[config.mk]
export PLATFORM = sky130hd
export DESIGN_NAME = npq_dist
export DESIGN_NICKNAME = d
export VERILOG_FILES = /design/src/npq_pkg.sv /design/src/npq_dist.sv
export SDC_FILE = /design/constraint.sdc
export NUM_CORES = 1
export LEC_CHECK = 0
export BUFFER_PORTS_ARGS = -buffer_cell sky130_fd_sc_hd__clkbuf_2
export CAP_MARGIN = 20
export CORE_MARGIN = 5
export CORE_UTILIZATION = 50
export CTS_BUF_LIST = sky130_fd_sc_hd__clkbuf_8
export DETAILED_ROUTE_END_ITERATION = 16
export GPL_TIMING_DRIVEN = 0
export PLACE_DENSITY_LB_ADDON = 0.1
export SYNTH_ARGS = -nofsm -noshare
export SYNTH_HDL_FRONTEND = slang
export SYNTH_SLANG_ARGS = --single-unit
[constraint.sdc]
create_clock -name clk -period 8.6 [get_ports clk]
set_input_delay 1.72 -clock clk [delete_from_list [all_inputs] [get_ports clk]]
set_output_delay 1.72 -clock clk [all_outputs]
set_load 0.01 [all_outputs]
[src/npq_pkg.sv]
`timescale 1ns / 1ps
// ----------------------------------------------------------------------------
// npq_pkg
// Shared types and constants of the nearest palette colour quantiser.
// ----------------------------------------------------------------------------
package npq_pkg;

  // Default palette depth (entries)
  localparam int PALETTE_DEPTH_DEF = 256;

  // Field widths
  localparam int CH_W      = 8;
  localparam int RGB_W     = 3 * CH_W;
  localparam int IDX_W     = 8;
  localparam int SQ_W      = 2 * CH_W;
  localparam int DIST_W    = SQ_W + 2;
  localparam int PALSZ_W   = 9;
  localparam int CFG_IDX_W = 2;
  localparam int CFG_DAT_W = PALSZ_W;

  // Pixel channels keep their upper six bits
  localparam logic [CH_W-1:0] PIX_MASK = 8'hFC;

  // Register reset values
  localparam logic [PALSZ_W-1:0] PALSZ_RESET = 9'd256;

  // Item opcodes
  localparam logic OP_WRITE = 1'b0;
  localparam logic OP_QUANT = 1'b1;

  // Configuration register indexes
  localparam logic [CFG_IDX_W-1:0] CFG_PALETTE_SIZE    = 2'd0;
  localparam logic [CFG_IDX_W-1:0] CFG_INPUT_HAS_ALPHA = 2'd1;
  localparam logic [CFG_IDX_W-1:0] CFG_EMIT_ALPHA      = 2'd2;

  // Input item
  typedef struct packed {
    logic            opcode;
    logic [IDX_W-1:0] entry_index;
    logic [CH_W-1:0] red;
    logic [CH_W-1:0] green;
    logic [CH_W-1:0] blue;
    logic [CH_W-1:0] alpha_in;
  } in_item_t;

  // Result item
  typedef struct packed {
    logic [IDX_W-1:0] color_index;
    logic [CH_W-1:0]  alpha_out;
  } out_item_t;

  // One colour, also the layout of a palette word
  typedef struct packed {
    logic [CH_W-1:0] red;
    logic [CH_W-1:0] green;
    logic [CH_W-1:0] blue;
  } rgb_t;

  // Tag travelling with each palette read
  typedef struct packed {
    logic             vld;
    logic             last;
    logic [IDX_W-1:0] idx;
  } tag_t;

  // Search status back to the controller
  typedef struct packed {
    logic             done;
    logic [IDX_W-1:0] best_idx;
  } srch_stat_t;

  // Controller states
  typedef enum logic [1:0] {
    ST_IDLE,
    ST_SEARCH,
    ST_OUT
  } state_t;

endpackage

[src/npq_dist.sv]
`timescale 1ns / 1ps
// ----------------------------------------------------------------------------
// npq_dist
// Two-stage distance unit: squared channel differences, then sum and
// running minimum over the entries of one search.
// ----------------------------------------------------------------------------
module npq_dist (
  input  logic                clk,
  input  logic                rst_n,
  input  logic                start,
  input  npq_pkg::rgb_t       pix,
  input  npq_pkg::rgb_t       entry,
  input  npq_pkg::tag_t       tag,
  output npq_pkg::srch_stat_t stat
);

  logic [npq_pkg::SQ_W-1:0]   sq_r_r, sq_g_r, sq_b_r;
  logic [npq_pkg::SQ_W-1:0]   sq_r_nxt, sq_g_nxt, sq_b_nxt;
  npq_pkg::tag_t              tag1_r;
  logic [npq_pkg::DIST_W-1:0] dist_sum;
  logic [npq_pkg::DIST_W-1:0] best_dist_r;
  logic [npq_pkg::IDX_W-1:0]  best_idx_r;
  logic                       have_best_r;
  logic                       done_r;

  // absolute difference, squared
  function automatic logic [npq_pkg::SQ_W-1:0] sq_diff(
    input logic [npq_pkg::CH_W-1:0] a,
    input logic [npq_pkg::CH_W-1:0] b
  );
    logic [npq_pkg::CH_W-1:0] d;
    d = (a > b) ? (a - b) : (b - a);
    return npq_pkg::SQ_W'(d) * npq_pkg::SQ_W'(d);
  endfunction

  // stage 1: per-channel squares
  always_comb begin
    sq_r_nxt = sq_diff(entry.red,   pix.red);
    sq_g_nxt = sq_diff(entry.green, pix.green);
    sq_b_nxt = sq_diff(entry.blue,  pix.blue);
  end

  always_ff @(posedge clk) begin
    sq_r_r <= sq_r_nxt;
    sq_g_r <= sq_g_nxt;
    sq_b_r <= sq_b_nxt;
    if (!rst_n) begin
      tag1_r <= '0;
    end else begin
      tag1_r <= tag;
    end
  end

  // stage 2: sum and keep the smallest, first index wins a tie
  assign dist_sum = npq_pkg::DIST_W'(sq_r_r) + npq_pkg::DIST_W'(sq_g_r)
                  + npq_pkg::DIST_W'(sq_b_r);

  always_ff @(posedge clk) begin
    if (!rst_n) begin
      have_best_r <= 1'b0;
      best_idx_r  <= '0;
      done_r      <= 1'b0;
    end else if (start) begin
      have_best_r <= 1'b0;
      best_idx_r  <= '0;
      done_r      <= 1'b0;
    end else begin
      done_r <= tag1_r.vld && tag1_r.last;
      if (tag1_r.vld && (!have_best_r || (dist_sum < best_dist_r))) begin
        have_best_r <= 1'b1;
        best_idx_r  <= tag1_r.idx;
      end
    end
  end

  always_ff @(posedge clk) begin
    if (tag1_r.vld && (!have_best_r || (dist_sum < best_dist_r))) begin
      best_dist_r <= dist_sum;
    end
  end

  assign stat.done     = done_r;
  assign stat.best_idx = best_idx_r;

endmodule

==> results of run 1 <==
==> synth_stat cells (5+ instances only) <==
cell type	number	area (sq um)
a211oi_1	8	60.1
a21o_1	26	195
a21oi_1	51	255
a31oi_1	5	31.3
and2_1	18	113
and3_1	8	50.1
buf_2	9	45.0
clkbuf_1	6	22.5
dfxtp_1	65	1300
edfxtp_1	18	541
fa_1	97	1940
ha_1	168	2100
inv_1	228	856
mux2i_1	16	160
nand2_1	39	146
nand2b_1	13	81.3
nand3_1	20	100
nand3b_1	6	45.0
nand4_1	10	62.6
nor2_1	124	465
nor2b_1	14	87.6
nor3_1	33	165
nor4_1	6	37.5
o21a_1	13	97.6
o21ai_0	30	150
o21bai_1	5	37.5
o41ai_1	9	78.8
or2_1	7	43.8
or2_2	7	43.8
or3_1	11	68.8
xnor2_1	43	377
xor2_1	19	166
==> layer usage <==
layer | GRT usage, % | share of wire, % | wire [um] | vias up
li1 | - | - | - | 4140
met1 | 23.5 | 50 | 9700 | 3663
met2 | 27.8 | 46 | 8970 | 92
met3 | 2.79 | 3.1 | 603 | 10
met4 | 2.44 | 0.61 | 118 | 0
met5 | 0 | 0 | 0 | -
==> state kept, by name, indices dropped and copies added (netlist names) <==
register,flops
best_idx_r,8
sq_b_r,15
done_r,1
sq_r_r,15
sq_g_r,15
best_dist_r,18
have_best_r,1
tag1_r,10
==> metrics by stage <==
| step | setup slack, ns | util (%) |
|---|---|---|
| 2_1_floorplan | 0.968 | - |
| 3_3_place_gp | 0.354 | 54.1 |
| 3_5_place_dp | 0.355 | 54.1 |
| 4_1_cts | 0.718 | 55.0 |
| 5_1_grt | 0.337 | 55.0 |
| 6_report | 0.738 | 55.0 |
==> worst reg2reg max path, stage by stage, from the launching register on <==
cell and delay, ns:
dfxtp_1 0.35, fa_1 0.43, ha_1 0.35, o21ai_0 0.19
inv_1 0.07, a2111oi_0 0.73, nor3_1 0.18, nor3_1 0.27
xnor2_1 0.21, ha_1 0.30, a21o_1 0.16, a21o_1 0.18
a221oi_1 0.25, a211o_1 0.14, and4_1 0.18, buf_2 0.55
==> cell families after synthesis <==
family	synth area share [%]
simple gates	15.1
fa+ha+maj	37.7
buf+inv	9.18
compound gates	12.1
flops	17.2
xor+xnor	6.50
mux	2.15
other cells	0.0701
==> worst paths after layout <==
kind | startpoint | to | depth (start not counted)
max reg2reg | sq_r_r[4]$_DFF_P_ | best_dist_r[0]$_DFFE_PP_ | 15
max | entry[16] | sq_r_r[14]$_DFF_P_ | 26
min | tag1_r[2]$_SDFF_PN0_ | best_idx_r[2]$_SDFFE_PP0P_ | 2
min reg2reg | tag1_r[2]$_SDFF_PN0_ | best_idx_r[2]$_SDFFE_PP0P_ | 2
==> area by class of cell <==
| class | instances | area share (%) |
|---|---|---|
| multi-input cells | 874 | 68.1 |
| flip-flops and latches | 83 | 15.9 |
| inverters | 229 | 7.42 |
| repair buffers | 69 | 2.98 |
| well taps | 275 | 2.97 |
| clock buffers | 9 | 1.07 |
| plain buffers | 21 | 1.07 |
| clock inverters | 7 | 0.486 |
==> metrics.txt, run 1 <==
top-level port count=70; register bit total from synthesis=83; commonest non-fill, non-tap cell in the layout=inv_1; drt first pass iters=4; final worst path period need=7.86 ns; CP delay by family, top=adder cells; Final Hold Fails=0; Initial Util=50.8%; DR DRC count=0; Critical Path Slowest Stage Cell=fa_1; fraction of layout instances using a drive strength above 1=10.7%; TritonCTS clock tree=yes; worst clock skew=0.0119 ns; via count=7905; yosys warns=0; Register Area=1840 sq um; root buffer cell=clkbuf_8; final wirelength=19400 um; hold buffers post-CTS=0; critical path startpoint category=input pin; DP HPWL=16700 um; final setup fails=0; placed inst area=11400 sq um; max incr delay on CP=0.53 ns; Die Ht=156 um; clk_lat worst skew=0.38 ns; row cnt=53; first-pass GRT wire length=34500 um; cts bufs inserted=9; Critical Path Sink Type=register; most common flop cell mapped by yosys=dfxtp_1; Inst Count DP=1551; Seq/Total Area, Yosys=17.2%; Cells after Synth=1206; RSZ-0062 raised after global routing=false; Fill cells=2009; final hold slack=0.445 ns; Total Nets Final=1613; CTS resizes=0; initial drt markers=200; core area=21100 sq um; Die ar.=24500 sq um; initial antenna violation count=0; Multi-input gate area=7900 sq um; Final GP Congestion=0.850; diode count=0; most frequent cells in the layout=228 x inv_1, 168 x ha_1, 124 x nor2_1; CP max FO=10; Setup Fix Bufs, Post-CTS=0; global-route usage over all layers=16.7%; H-tree depth=3; f_max=0.127 GHz; routed wire length per instance=12.4 um; Worst Path Required=8.91 ns; largest net degree at the start of global routing=27; Syn Std Cell Area=10700 sq um; most frequent CP cell=inv_1; Layout Cells excl Fill=1567; clk sinks=83; vias per cell=5.04; syn_area_per_cell=8.89 sq um; gr ovfl total=0; status=finished, final reports clean; Synth cell types=76; Crit path arrival time=8.17 ns; die width=156 um; asr flop ratio synth=0%; TNS Setup=0 ns; CTS clk-pin slew, worst paths=0.09 ns; CTS max path bufs=2; WP buf/inv=6; Hold Path Class=reg2reg; fin area=11600 sq um; final antenna-violating net count=0; R2R setup slack=3.70 ns; Slew Limit Fails=0; Worst Max-Slew Pin Slew=0.891 ns; Worst slew margin=40.2%; Tcrit/Tclk final=91.4%; vias in the first global route=7821; PortBufs=69; Post-synth EDFFs=18; critical path type=in2reg; max-cap violation count=0; synth-to-layout area growth=8.15%
Power of run 1 is not shown: default switching activity piles up to over one toggle a cycle in this logic, so the estimate is an artifact.
==> run 2: changes to the inputs <==
PLACE_DENSITY = 0.74   (was unset)
PLACE_DENSITY_LB_ADDON = unset   (was 0.1)
==> metrics.txt, run 2 (synthesis results as in run 1) <==
Die ar.=24500 sq um; global-route usage over all layers=16.8%; TNS Setup=0 ns; row cnt=53; PortBufs=69; vias per cell=5.17; DR DRC count=0; gr ovfl total=0; final worst path period need=7.95 ns; RSZ-0062 raised after global routing=false; status=finished, final reports clean; critical path type=in2reg; clk_lat worst skew=0.36 ns; Crit path arrival time=8.24 ns; H-tree depth=3; Fill cells=1924; worst clock skew=0.00923 ns; Top reg by flops=best_dist_r; Worst Max-Slew Pin Slew=1.00 ns; fraction of layout instances using a drive strength above 1=10.7%; f_max=0.126 GHz; drt first pass iters=4; max-cap violation count=0; synth-to-layout area growth=8.53%; routed wire length per instance=12.5 um; Initial Util=50.8%; Total Nets Final=1613; final wirelength=19600 um; largest net degree at the start of global routing=27; most frequent cells in the layout=228 x inv_1, 168 x ha_1, 124 x nor2_1; cts bufs inserted=9; commonest non-fill, non-tap cell in the layout=inv_1; CTS clk-pin slew, worst paths=0.09 ns; root buffer cell=clkbuf_8; CP max FO=10; diode count=0; first-pass GRT wire length=35100 um; initial drt markers=387; Largest register FFs=18; Final Hold Fails=0; Setup Fix Bufs, Post-CTS=0; top-level port count=70; TritonCTS clock tree=yes; critical path startpoint category=input pin; CTS resizes=0; die width=156 um; Worst Path Required=8.89 ns; final setup fails=0; via count=8096; Tcrit/Tclk final=92.4%; Critical Path Sink Type=register; DP HPWL=16800 um; hold buffers post-CTS=0; Hold Path Class=reg2reg; Worst slew margin=32.8%; CTS max path bufs=2; Final GP Congestion=0.849; core area=21100 sq um; final hold slack=0.436 ns; vias in the first global route=7981; Die Ht=156 um; clk sinks=83; final antenna-violating net count=0; initial antenna violation count=0; Slew Limit Fails=0
run 2: changes by cell type in the layout (fill, tap and decap cells not counted), sizes merged:
| cell | before | now |
|---|---|---|
| bufinv | 0 | 2 |
| inv | 235 | 233 |
run 2: layout make-up:
type	count	area (sq um)	area share, %
multi-input cells	874	7900	67.9
flip-flops and latches	83	1840	15.8
inverters	229	860	7.39
repair buffers	69	345	2.97
well taps	275	344	2.96
clock buffers	9	124	1.06
plain buffers	21	124	1.06
clock inverters	7	97.6	0.839
run 2: worst max-delay path, cell delays in order:
cell       delay (ns)
clkbuf_2         0.09
inv_1            0.06
ha_1             0.15
inv_1            0.06
fa_1             0.45
a211oi_2         0.36
o21ai_2          0.12
a31oi_2          0.31
nor2_2           0.14
o31ai_2          0.39
xor2_4           0.20
or2_1            0.31
fa_1             0.39
inv_1            0.09
fa_1             0.42
ha_1             0.29
inv_1            0.05
fa_1             0.53
inv_1            0.04
ha_1             0.32
a21oi_1          0.22
o21bai_1         0.12
a2111oi_1        0.53
o21ai_0          0.29
or4_1            0.45
nand4_1          0.10
run 2: worst paths after layout:
kind | start | to | slack [ns] | cells after the start
max | entry[16] | sq_r_r[14]$_DFF_P_ | 0.65 | 26
min | tag1_r[2]$_SDFF_PN0_ | best_idx_r[2]$_SDFFE_PP0P_ | 0.44 | 2
max reg2reg | sq_r_r[3]$_DFF_P_ | best_dist_r[5]$_DFFE_PP_ | 3.66 | 15
min reg2reg | tag1_r[2]$_SDFF_PN0_ | best_idx_r[2]$_SDFFE_PP0P_ | 0.44 | 2
run 2: layer usage:
metal	global-route usage, %	part of all wire, %	routed length (um)	vias to the layer above
met1	23.0	47	9220	3808
met3	2.27	4.3	843	17
li1	-	-	-	4130
met5	0	0	0	-
met2	29.0	48	9370	141
met4	2.56	0.93	183	0
run 2: per-stage QoR:
stage / utilization [%] / cell area (sq um) / cells / setup WS [ns]
6_report: 55.2 / 11600 / 1567 / 0.651
5_1_grt: 55.2 / 11600 / 1567 / 0.147
4_1_cts: 55.2 / 11600 / 1567 / 0.632
3_5_place_dp: 54.1 / 11400 / 1551 / 0.289
3_3_place_gp: 54.1 / 11400 / 1551 / 0.434
2_1_floorplan: - / 10700 / 1207 / 0.968
Power of run 2 is left out for the same reason.
==> run 3: changes to the inputs <==
CORE_MARGIN = unset   (was 5)
==> metrics.txt, run 3 (synthesis results as in run 1) <==
setup ws final=0.724 ns; FF-to-FF Start=sq_r_r[5]$_DFF_P_; Total Nets Final=1613; final antenna-violating net count=0; Final GP Congestion=0.857; H-tree depth=3; final wirelength=19200 um; Worst Setup SP=entry[16]; Slew Limit Fails=0; root buffer cell=clkbuf_8; Final Hold Fails=0; clk sinks=83; Initial Util=51.0%; Crit path arrival time=8.18 ns; clk_lat worst skew=0.37 ns; Die ar.=22000 sq um; row cnt=53; synth-to-layout area growth=8.31%; CP max FO=10; Setup Fix Bufs, Post-CTS=0; TritonCTS clock tree=yes; vias in the first global route=7870; via count=8049; initial drt markers=252; max-cap violation count=0; Worst slew margin=40.4%; hold buffers post-CTS=0; R2R Path End=best_dist_r[16]$_DFFE_PP_; diode count=0; R2R setup slack=3.56 ns; final setup fails=0; top-level port count=70; global-route usage over all layers=18.5%; Largest register FFs=18; initial antenna violation count=0; largest net degree at the start of global routing=27; f_max=0.127 GHz; Hold Path Class=reg2reg; Die Ht=148 um; first-pass GRT wire length=33900 um; Critical Path Sink Type=register; crit path to=sq_r_r[14]$_DFF_P_; Worst Max-Slew Pin Slew=0.888 ns; CTS resizes=0; fin area=11600 sq um; cts bufs inserted=9; most frequent cells in the layout=228 x inv_1, 168 x ha_1, 124 x nor2_1; Register-to-Register Path Depth=15; Worst Path Required=8.90 ns; TNS Setup=0 ns; Layout Cells excl Fill=1567; placed inst area=11400 sq um; core area=21000 sq um; vias per cell=5.14; RSZ-0062 raised after global routing=false; status=finished, final reports clean; gr ovfl total=0; CTS max path bufs=2; Top reg by flops=best_dist_r; Inst Count DP=1551; max incr delay on CP=0.52 ns; DR DRC count=0; drt first pass iters=5; worst clock skew=0.0140 ns; critical path type=in2reg; commonest non-fill, non-tap cell in the layout=inv_1; PortBufs=69; most frequent CP cell=inv_1; Tcrit/Tclk final=91.6%; final worst path period need=7.88 ns; pre-CTS WS=0.349 ns; fraction of layout instances using a drive strength above 1=10.7%; Critical Path Slowest Stage Cell=fa_1; CTS clk-pin slew, worst paths=0.09 ns; critical path startpoint category=input pin; routed wire length per instance=12.3 um; die width=148 um; DP HPWL=16500 um
run 3: worst max-delay path: cells and delay by family:
family / cells / cell delay, ns
AOI/OAI and AO/OA: 8 / 2.29
and+or+nand+nor: 4 / 0.99
xor gates and xnor gates: 1 / 0.19
buffers and inverters: 6 / 0.39
adders and majority gates: 7 / 2.58
run 3: worst min path at each step:
| stage | startpoint | endpoint | slack (ns) | depth (start not counted) |
|---|---|---|---|---|
| floorplan | tag1_r[0]$_SDFF_PN0_ | best_idx_r[0]$_SDFFE_PP0P_ | 0.42 | 2 |
| finish | tag1_r[6]$_SDFF_PN0_ | best_idx_r[6]$_SDFFE_PP0P_ | 0.44 | 2 |
| global route | tag1_r[2]$_SDFF_PN0_ | best_idx_r[2]$_SDFFE_PP0P_ | 0.47 | 2 |
| CTS | tag1_r[6]$_SDFF_PN0_ | best_idx_r[6]$_SDFFE_PP0P_ | 0.44 | 2 |
| global placement | tag1_r[5]$_SDFF_PN0_ | best_idx_r[5]$_SDFFE_PP0P_ | 0.43 | 2 |
| detailed placement | tag1_r[6]$_SDFF_PN0_ | best_idx_r[6]$_SDFFE_PP0P_ | 0.44 | 2 |
run 3: final cells by class:
class | instances | area (sq um)
inverters | 229 | 860
clock inverters | 7 | 73.8
fillers | 1936 | 9410
multi-input cells | 874 | 7900
repair buffers | 69 | 345
flip-flops and latches | 83 | 1840
well taps | 275 | 344
clock buffers | 9 | 124
plain buffers | 21 | 124
run 3: metrics by stage:
step                      hold WS [ns]  util (%)
after floorplan                  0.424         -
after global placement           0.426      54.3
after detailed placement         0.435      54.3
after CTS                        0.444      55.2
after global routing             0.470      55.2
final                            0.444      55.2
run 3: layer usage:
layer  vias up  share of wire, %  wire length, um  track usage (%)
li1       4132                 -                -                -
met1      3757                48             9200             24.8
met2       139                47             9090             31.7
met3        21               3.5              682             2.55
met4         0               1.4              272             4.12
met5         -                 0                0                0
Power of run 3 is left out for the same reason.
